File: config.mk
export PLATFORM = sky130hd
export DESIGN_NAME = waveform_peak_binner
export DESIGN_NICKNAME = d
export VERILOG_FILES = /design/src/rtl/wpb_pkg.sv /design/src/rtl/waveform_peak_binner.sv
export SDC_FILE = /design/constraint.sdc
export NUM_CORES = 1
export LEC_CHECK = 0
export ABC_AREA = 1
export BUFFER_PORTS_ARGS = -buffer_cell sky130_fd_sc_hd__buf_2
export CORE_MARGIN = 2
export CORE_UTILIZATION = 42
export CTS_CLUSTER_SIZE = 24
export DETAILED_ROUTE_END_ITERATION = 7
export GPL_TIMING_DRIVEN = 0
export SLEW_MARGIN = 20
export SYNTH_ARGS = -nofsm -noshare
export SYNTH_HDL_FRONTEND = slang
export SYNTH_SLANG_ARGS = --single-unit
File: constraint.sdc
create_clock -name clk_i -period 5 [get_ports clk_i]
set_clock_uncertainty 0.2 [all_clocks]
set_input_delay 0.5 -clock clk_i [delete_from_list [all_inputs] [get_ports clk_i]]
set_output_delay 0.5 -clock clk_i [all_outputs]
set_load 0.01 [all_outputs]
File: src/rtl/wpb_pkg.sv
// package for the waveform peak binner
// holds field widths, register reset value and parameter defaults; no dependencies
`timescale 1ns / 1ps
`default_nettype none

package wpb_pkg;

  // clip length register
  localparam int unsigned LenW            = 24;
  localparam logic [LenW-1:0] ClipLengthReset = 24'd16000;

  // parameter defaults
  localparam int unsigned BinCountDefault   = 512;
  localparam int unsigned SampleBitsDefault = 16;

endpackage : wpb_pkg

`default_nettype wire

File: src/rtl/waveform_peak_binner.sv
// waveform peak binner top level: sample input register, bin tracking, result register
// depends on wpb_pkg
`timescale 1ns / 1ps
`default_nettype none

// Peak envelope of one audio clip. Signed samples arrive one item at a time and
// are split into BIN_COUNT equal bins over a clip of clip_length samples; sample i
// falls in bin floor(i*BIN_COUNT/length). For each bin the block keeps the
// largest magnitude seen (the most negative code saturates to the largest positive
// one) and emits one result item with the bin index, its peak and a last flag when
// the bin ends; after the final bin it rearms for the next clip. A length below
// BIN_COUNT counts as BIN_COUNT. The bin boundary is found with a running
// remainder that grows by BIN_COUNT per sample, so no divider is needed.
// Throughput is one sample per clock: the only loop is the remainder/peak update,
// one add, one subtract and a few compares between the input register and the state
// registers. An accepted sample waits in the input register; the one that ends a bin then writes the result register.
// The input stalls only when a result must be written while the result register
// is still held by a stalled consumer. clip_length may be written only while the
// block is idle.

module waveform_peak_binner #(
  parameter int unsigned BIN_COUNT   = wpb_pkg::BinCountDefault,
  parameter int unsigned SAMPLE_BITS = wpb_pkg::SampleBitsDefault,
  localparam int unsigned BinW  = (BIN_COUNT > 1) ? $clog2(BIN_COUNT) : 1,
  localparam int unsigned PeakW = SAMPLE_BITS - 1
) (
  input  wire logic                          clk_i,
  input  wire logic                          rst_ni,
  // clip length register
  input  wire logic                          clip_length_we_i,
  input  wire logic [wpb_pkg::LenW-1:0]      clip_length_i,
  // sample channel
  input  wire logic                          in_valid_i,
  output logic                               in_stall_o,
  input  wire logic signed [SAMPLE_BITS-1:0] sample_i,
  // result channel
  output logic                               out_valid_o,
  input  wire logic                          out_stall_i,
  output logic [BinW-1:0]                    bin_o,
  output logic [PeakW-1:0]                   peak_o,
  output logic                               last_bin_o
);

  localparam int unsigned LenW = wpb_pkg::LenW;
  localparam int unsigned SumW = LenW + 1;
  localparam logic [SumW-1:0] BinStep  = SumW'(BIN_COUNT);
  localparam logic [BinW-1:0] LastBin  = BinW'(BIN_COUNT - 1);
  localparam logic [PeakW-1:0] PeakMax = {PeakW{1'b1}};

  // configuration
  logic [LenW-1:0] clip_length_q;

  // input register
  logic                          s1_valid_q;
  logic signed [SAMPLE_BITS-1:0] s1_sample_q;

  // binning state
  logic [PeakW-1:0] peak_q,  peak_d;
  logic [BinW-1:0]  bin_q,   bin_d;
  logic [LenW-1:0]  rem_q,   rem_d;

  // result register
  logic             out_valid_q;
  logic [BinW-1:0]  out_bin_q;
  logic [PeakW-1:0] out_peak_q;
  logic             out_last_q;

  // datapath
  logic [SAMPLE_BITS-1:0] mag_full;
  logic [PeakW-1:0]       mag;
  logic [PeakW-1:0]       peak_new;
  logic [SumW-1:0]        len_eff;
  logic [SumW-1:0]        sum;
  logic [SumW-1:0]        sum_sub;
  logic                   bin_end;
  logic                   is_last;
  logic                   out_ready;
  logic                   s1_go;
  logic                   in_take;

  // magnitude with saturation of the most negative code
  always_comb begin
    mag_full = s1_sample_q[SAMPLE_BITS-1] ? (~s1_sample_q + 1'b1) : s1_sample_q;
    if (mag_full[SAMPLE_BITS-1]) begin
      mag = PeakMax;
    end else begin
      mag = mag_full[PeakW-1:0];
    end
    peak_new = (mag > peak_q) ? mag : peak_q;
  end

  // bin boundary from the running remainder
  always_comb begin
    len_eff = (SumW'(clip_length_q) < BinStep) ? BinStep : SumW'(clip_length_q);
    sum     = SumW'(rem_q) + BinStep;
    bin_end = (sum >= len_eff);
    sum_sub = sum - len_eff;
    is_last = (bin_q >= LastBin);
  end

  // handshake
  assign out_ready  = !out_valid_q || !out_stall_i;
  assign s1_go      = s1_valid_q && (!bin_end || out_ready);
  assign in_stall_o = s1_valid_q && !s1_go;
  assign in_take    = in_valid_i && !in_stall_o;

  // next binning state
  always_comb begin
    peak_d = peak_new;
    bin_d  = bin_q;
    rem_d  = sum[LenW-1:0];
    if (bin_end) begin
      peak_d = '0;
      if (is_last) begin
        bin_d = '0;
        rem_d = '0;
      end else begin
        bin_d = bin_q + 1'b1;
        // length changed mid-clip: restart the remainder
        rem_d = (sum_sub >= len_eff) ? '0 : sum_sub[LenW-1:0];
      end
    end
  end

  // control and state registers
  always_ff @(posedge clk_i or negedge rst_ni) begin
    if (!rst_ni) begin
      clip_length_q <= wpb_pkg::ClipLengthReset;
      s1_valid_q    <= 1'b0;
      peak_q        <= '0;
      bin_q         <= '0;
      rem_q         <= '0;
      out_valid_q   <= 1'b0;
    end else begin
      if (clip_length_we_i) begin
        clip_length_q <= clip_length_i;
      end
      if (in_take) begin
        s1_valid_q <= 1'b1;
      end else if (s1_go) begin
        s1_valid_q <= 1'b0;
      end
      if (s1_go) begin
        peak_q <= peak_d;
        bin_q  <= bin_d;
        rem_q  <= rem_d;
      end
      if (s1_go && bin_end) begin
        out_valid_q <= 1'b1;
      end else if (!out_stall_i) begin
        out_valid_q <= 1'b0;
      end
    end
  end

  // payload registers
  always_ff @(posedge clk_i) begin
    if (in_take) begin
      s1_sample_q <= sample_i;
    end
    if (s1_go && bin_end) begin
      out_bin_q  <= bin_q;
      out_peak_q <= peak_new;
      out_last_q <= is_last;
    end
  end

  assign out_valid_o = out_valid_q;
  assign bin_o       = out_bin_q;
  assign peak_o      = out_peak_q;
  assign last_bin_o  = out_last_q;

endmodule : waveform_peak_binner

`default_nettype wire

### Word level (Yosys, flattened, before mapping)

Index checks and enable logic that the tools add are counted.

| word-level totals | value |
|---|---|
| logic and storage cells | 47 |
| input port bits | 45 |
| register bits after elaboration | 115 |

| cells by class | value |
|---|---|
| equality and inequality tests | 1 |
| magnitude comparators | 5 |
| mux-type cells | 13 |
| bitwise operators | 1 |
| reduce and logical (&&, ||, !) cells | 13 |
| add/subtract/negate cells | 4 |

Operator list:

| operator | count |
|---|---|
| 2-to-1 mux 24 bit | 4 |
| >= comparator 25 x 24 -> 1 bit | 2 |
| 2-to-1 mux 15 bit | 3 |
| adder 24 x 10 -> 25 bit, second input constant | 1 |
| subtractor 25 x 24 -> 25 bit | 1 |
| less-than comparator 24 x 10 -> 1 bit, second input constant | 1 |
| adder 16 x 1 -> 16 bit, second input constant | 1 |
| 2-to-1 mux 16 bit | 1 |
| inverter 16 bit | 1 |
| > comparator 15 bit | 1 |
| adder 9 x 1 -> 9 bit, second input constant | 1 |
| >= comparator 9 bit, second input constant | 1 |
| 2-to-1 mux 9 bit | 1 |
| logical NOT 1 bit | 5 |
| logical AND 1 bit | 4 |
| 2-to-1 mux 1 bit | 4 |
| logical OR 1 bit | 2 |
| inequality test 2 x 1 -> 1 bit, second input constant | 1 |
| AND reduction 2 bit | 1 |
| nonzero test 2 bit | 1 |

### Longest topological paths before layout

| logic depth | value |
|---|---|
| depth after elaboration | 11 |
| mapped depth | 34 |

### Worst setup path after synthesis

OpenSTA, ideal clock, no wires.

| timing path | value |
|---|---|
| kind | register to register |
| start point | reg rem_q[9] |
| end point | reg rem_q[14] |
| cell stages (with the launch flop) | 28 |
| arrival time | 3.936 ns |
| buffers on the path | 1 |
| clock period less this slack | 4.214 ns |
| required time | 4.723 ns |
| path slack | 0.786 ns |
| setup time | 0.077 ns |
| cell sequence | dfrtp_1 -> ha_1 -> nand2_1 -> nor2_1 -> nand3_1 -> or2_2 -> nor2_2 -> xor2_1 -> inv_1 -> ha_1 -> nand2_1 -> inv_1 -> nand2_1 -> nor3_1 -> nand4_1 -> nand3_1 -> xor2_1 -> ha_1 -> nand2_1 -> nor2_1 -> a211oi_1 -> nand2_1 -> nand2_1 -> nand2_1 -> nand2_1 -> clkbuf_1 -> nand4_1 -> a21oi_1 |

| on the way | value |
|---|---|
| cells in the longest elaborated chain, start to end | 6 |

RTL lines:

| item | line | text |
|---|---|---|
| start: declaration | waveform_peak_binner.sv:60 | `logic [LenW-1:0] rem_q, rem_d;` |
| start signal: assignment | waveform_peak_binner.sv:146 | `rem_q <= rem_d;` |
| adder 24 x 10 -> 25 bit (*) | waveform_peak_binner.sv:95 | `sum = SumW'(rem_q) + BinStep;` |
| subtractor 25 x 24 -> 25 bit | waveform_peak_binner.sv:97 | `sum_sub = sum - len_eff;` |
| >= comparator 25 x 24 -> 1 bit | waveform_peak_binner.sv:120 | `rem_d = (sum_sub >= len_eff) ? '0 : sum_sub[LenW-1:0];` |
| 2-to-1 mux 24 bit | waveform_peak_binner.sv:120 |  |
| 2-to-1 mux 24 bit | waveform_peak_binner.sv:114 | `if (is_last) begin` |
| 2-to-1 mux 24 bit | waveform_peak_binner.sv:112 | `if (bin_end) begin` |

Every way passes the cells marked *; elsewhere a longest branch is shown, timed or not.
A chain may end at the register's enable or synchronous reset.

### Worst setup path in the final report

| timing path | value |
|---|---|
| start point | reg rem_q[10] |
| end point | reg rem_q[1] |

The elaborated chain is that of the path after synthesis.

==> results.md <==
- Flop-to-flop setup slack: 220 ps
- I/O pin total: 72
- Leakage power total: 4.65 nW
- N_diodes: 0
- Initial detailed-routing violation count: 455
- Gr ovfl total: 0
- DRT Wirelength: 20,600 microns
- Reg2Reg Capture Point: rem_q[1]
- Routed WL per cell: 14.8 microns
- Max FO, Critical Path: 9
- # setup viols final: 0
- Die height: 142 microns
- Final ANT Viol Nets: 0
- DR WL met3: 926 microns
- Most used cell, CP: nand2_1
- First-pass GRT wire length: 33,100 microns
- CP Capture Type: flip-flop
- Synth Warn #: 0
- Period minus WS final: 4780 ps
- Vias: 7,097
- DR top layer: met4
- Cells after synthesis: 1,041
- Met2 WL: 10,000 microns
- Final Cycle Share: 95.6%
- H-tree depth: 4
- Final Hold Vio Count: 0
- Mean Syn Cell Area: 7.72 sq um
- GP Congestion: 0.933
- Die area: 0.0203 sq mm
- Max Slew Vio Count: 0
- Reg2reg path depth: 26
- Hold_ws: 54.8 ps
- Slew margin rel.: 54.4%
- Core area: 0.0188 sq mm
- Root Driver: clkbuf_16
- Min-Delay Path Depth: 1
- Insertion delay to the later sink of the worst-skew pair: 430 ps
- Initial core utilization: 42.8%
- Commonest non-fill, non-tap cells in the layout: nand2_1 (241), inv_1 (141), nor2_1 (106)
- Die W: 142 microns
- Worst Tran Pin Value: 683 ps
- WP data required: 5160 ps
- Hold Startpoint: sample_i[11]
- Pin count of the biggest net entering global routing: 40
- Hold EP: s1_sample_q[11]
- Worst path slowest cell: ha_1
- Unique masters post-synth: 46
- Number of synthesized register bits: 115
- Area delta synth->final: 18.6%
- Arrival time of the worst setup path: 4940 ps
- Port bufs: 71
- Initial antenna violation count: 0
- F_max: 209 MHz
- Worst Setup Start Kind: flip-flop
- Via density: 5.11
- Hpwl dp: 16,000 microns
- Vias in the first global route: 6,712
- Seq/Total Area, Yosys: 38.5%
- Routed length on met1: 9320 microns
- TritonCTS Buffers: 17
- Crit Path Category: reg -> reg
- CTS Sinks: 115
- Netlist Area Pre-Place: 0.00804 sq mm
- Hold WC Path Type: in -> reg
- Detailed Routing Iterations Pass 1: 5
- Status: completed
- TritonCTS clock tree: built
- Worst vdd ir: 354 uV
- Clk buf depth: 2
- Final net count: 1,254
- Power per cell area: 677 mW/mm^2
- # DRC: 0
- Post-Syn Nets: 1,154
- Worst reg2reg path startpoint: rem_q[10]
- GRT Resource Usage Total: 21.0%
- Clock transition at the registers of the reported paths: 50 ps
- Row cnt: 50
- Max cap viols: 0
- Setup TNS: 0 ps
- Slowest stage delay, CP: 380 ps
- Most common cell after layout, fill and taps aside: nand2_1
- Share of cells above drive strength 1: 16.2%
synth_stat cells, drive strengths merged:
library cell,n,share of area [%]
o22ai,6,0.47
a21oi,65,4.1
fa,1,0.25
o21a,9,0.84
clkbuf,9,0.42
xnor2,8,0.87
dfstp,6,2.0
o211ai,2,0.19
nor3,15,0.93
nor4,6,0.47
nand3,46,3.0
nand4,35,2.8
dfrtp,68,21
nand3b,4,0.37
xor2,31,3.4
a21boi,1,0.093
clkinv,1,0.047
o311ai,1,0.11
edfxtp,41,15
mux2,7,0.98
o21ai,70,4.5
a21o,1,0.093
buf,12,1.1
nor2,122,6.1
nand2,253,12
a31o,1,0.11
inv,145,6.8
a31oi,1,0.078
o21bai,2,0.19
ha,67,10
a211oi,1,0.093
or2,1,0.078
and2,3,0.23
where the power goes:
| group | switching (mW) | internal (mW) | total [mW] | leakage [nW] |
|---|---|---|---|---|
| Sequential | 0.168 | 1.31 | 1.48 | 1.30 |
| Clock | 0.441 | 0.829 | 1.27 | 0.290 |
| Combinational | 2.37 | 1.33 | 3.70 | 3.06 |
| Total | 2.98 | 3.47 | 6.45 | 4.65 |
flip-flops by register name, summed over array words and instances (netlist names):
signal,count
peak_q,15
out_valid_o,1
s1_sample_q,16
peak_o,15
bin_o,9
last_bin_o,1
clip_length_q,24
bin_q,9
rem_q,24
s1_valid_q,1
through the flow:
| step | setup slack, ps | power (mW) | instances | area [sq um] | util [%] |
|---|---|---|---|---|---|
| after floorplan | 786 | 4.06 | 1041 | 8040 | - |
| after detailed placement | -207 | 4.98 | 1347 | 8710 | 46.4 |
| after CTS | 17.1 | 6.34 | 1383 | 9370 | 49.9 |
| after global placement | -191 | 4.93 | 1346 | 8680 | 46.3 |
| after global routing | -10.7 | 7.04 | 1388 | 9530 | 50.8 |
| final | 219 | 6.45 | 1388 | 9530 | 50.8 |
how the worst max path moves through the flow:
stage	start	endpoint	slack, ps	depth (start not counted)
2_1_floorplan	rem_q[9]	rem_q[14]	790	27
3_3_place_gp	clip_length_q[16]	rem_q[19]	-190	28
3_5_place_dp	clip_length_q[16]	rem_q[17]	-210	28
4_1_cts	clip_length_q[16]	rem_q[1]	20	29
5_1_grt	rem_q[10]	rem_q[2]	-10	26
6_report	rem_q[10]	rem_q[1]	220	26
timing repair:
item | in CTS | in global routing
resized for setup | 6 | 33
setup endpoints to repair | 22 | 25
setup buffers | 3 | 5
hold endpoints to repair | 29 | 0
pin swaps | 1 | 7
hold buffers | 1 | 0
critical path: cells and delay by family (launching register included):
family                     cells  cell delay (ps)
AOI/OAI and AO/OA              3              640
xor gates and xnor gates       2              520
adders and majority gates      3              860
buffers and inverters          1              180
DFF                            1              370
and+or+nand+nor               17             1970
per-layer routing:
| metal | GRT usage, % | vias to the layer above |
|---|---|---|
| li1 | - | 3644 |
| met1 | 27.4 | 3270 |
| met2 | 36.1 | 161 |
| met3 | 3.33 | 22 |
| met4 | 6.20 | 0 |
| met5 | 0 | - |
cell families after synthesis:
group                      count (synthesis)  share of synthesized area [%]
AOI/OAI and AO/OA                        160                           10.8
and+or+nand+nor                          485                           26.4
muxes                                      7                          0.981
xor gates and xnor gates                  39                           4.25
buffers and inverters                    167                           8.42
DFF                                      115                           38.5
adders and majority gates                 68                           10.7
area by class of cell:
| type | instances | area, sq um |
|---|---|---|
| multi-input cells | 759 | 4410 |
| inverters | 146 | 553 |
| flip-flops and latches | 115 | 3090 |
| fillers | 1853 | 9240 |
| clock buffers | 21 | 440 |
| repair buffers | 81 | 448 |
| clock inverters | 11 | 163 |
| plain buffers | 21 | 128 |
| well taps | 234 | 293 |
Power figures use the tool's default switching activity.
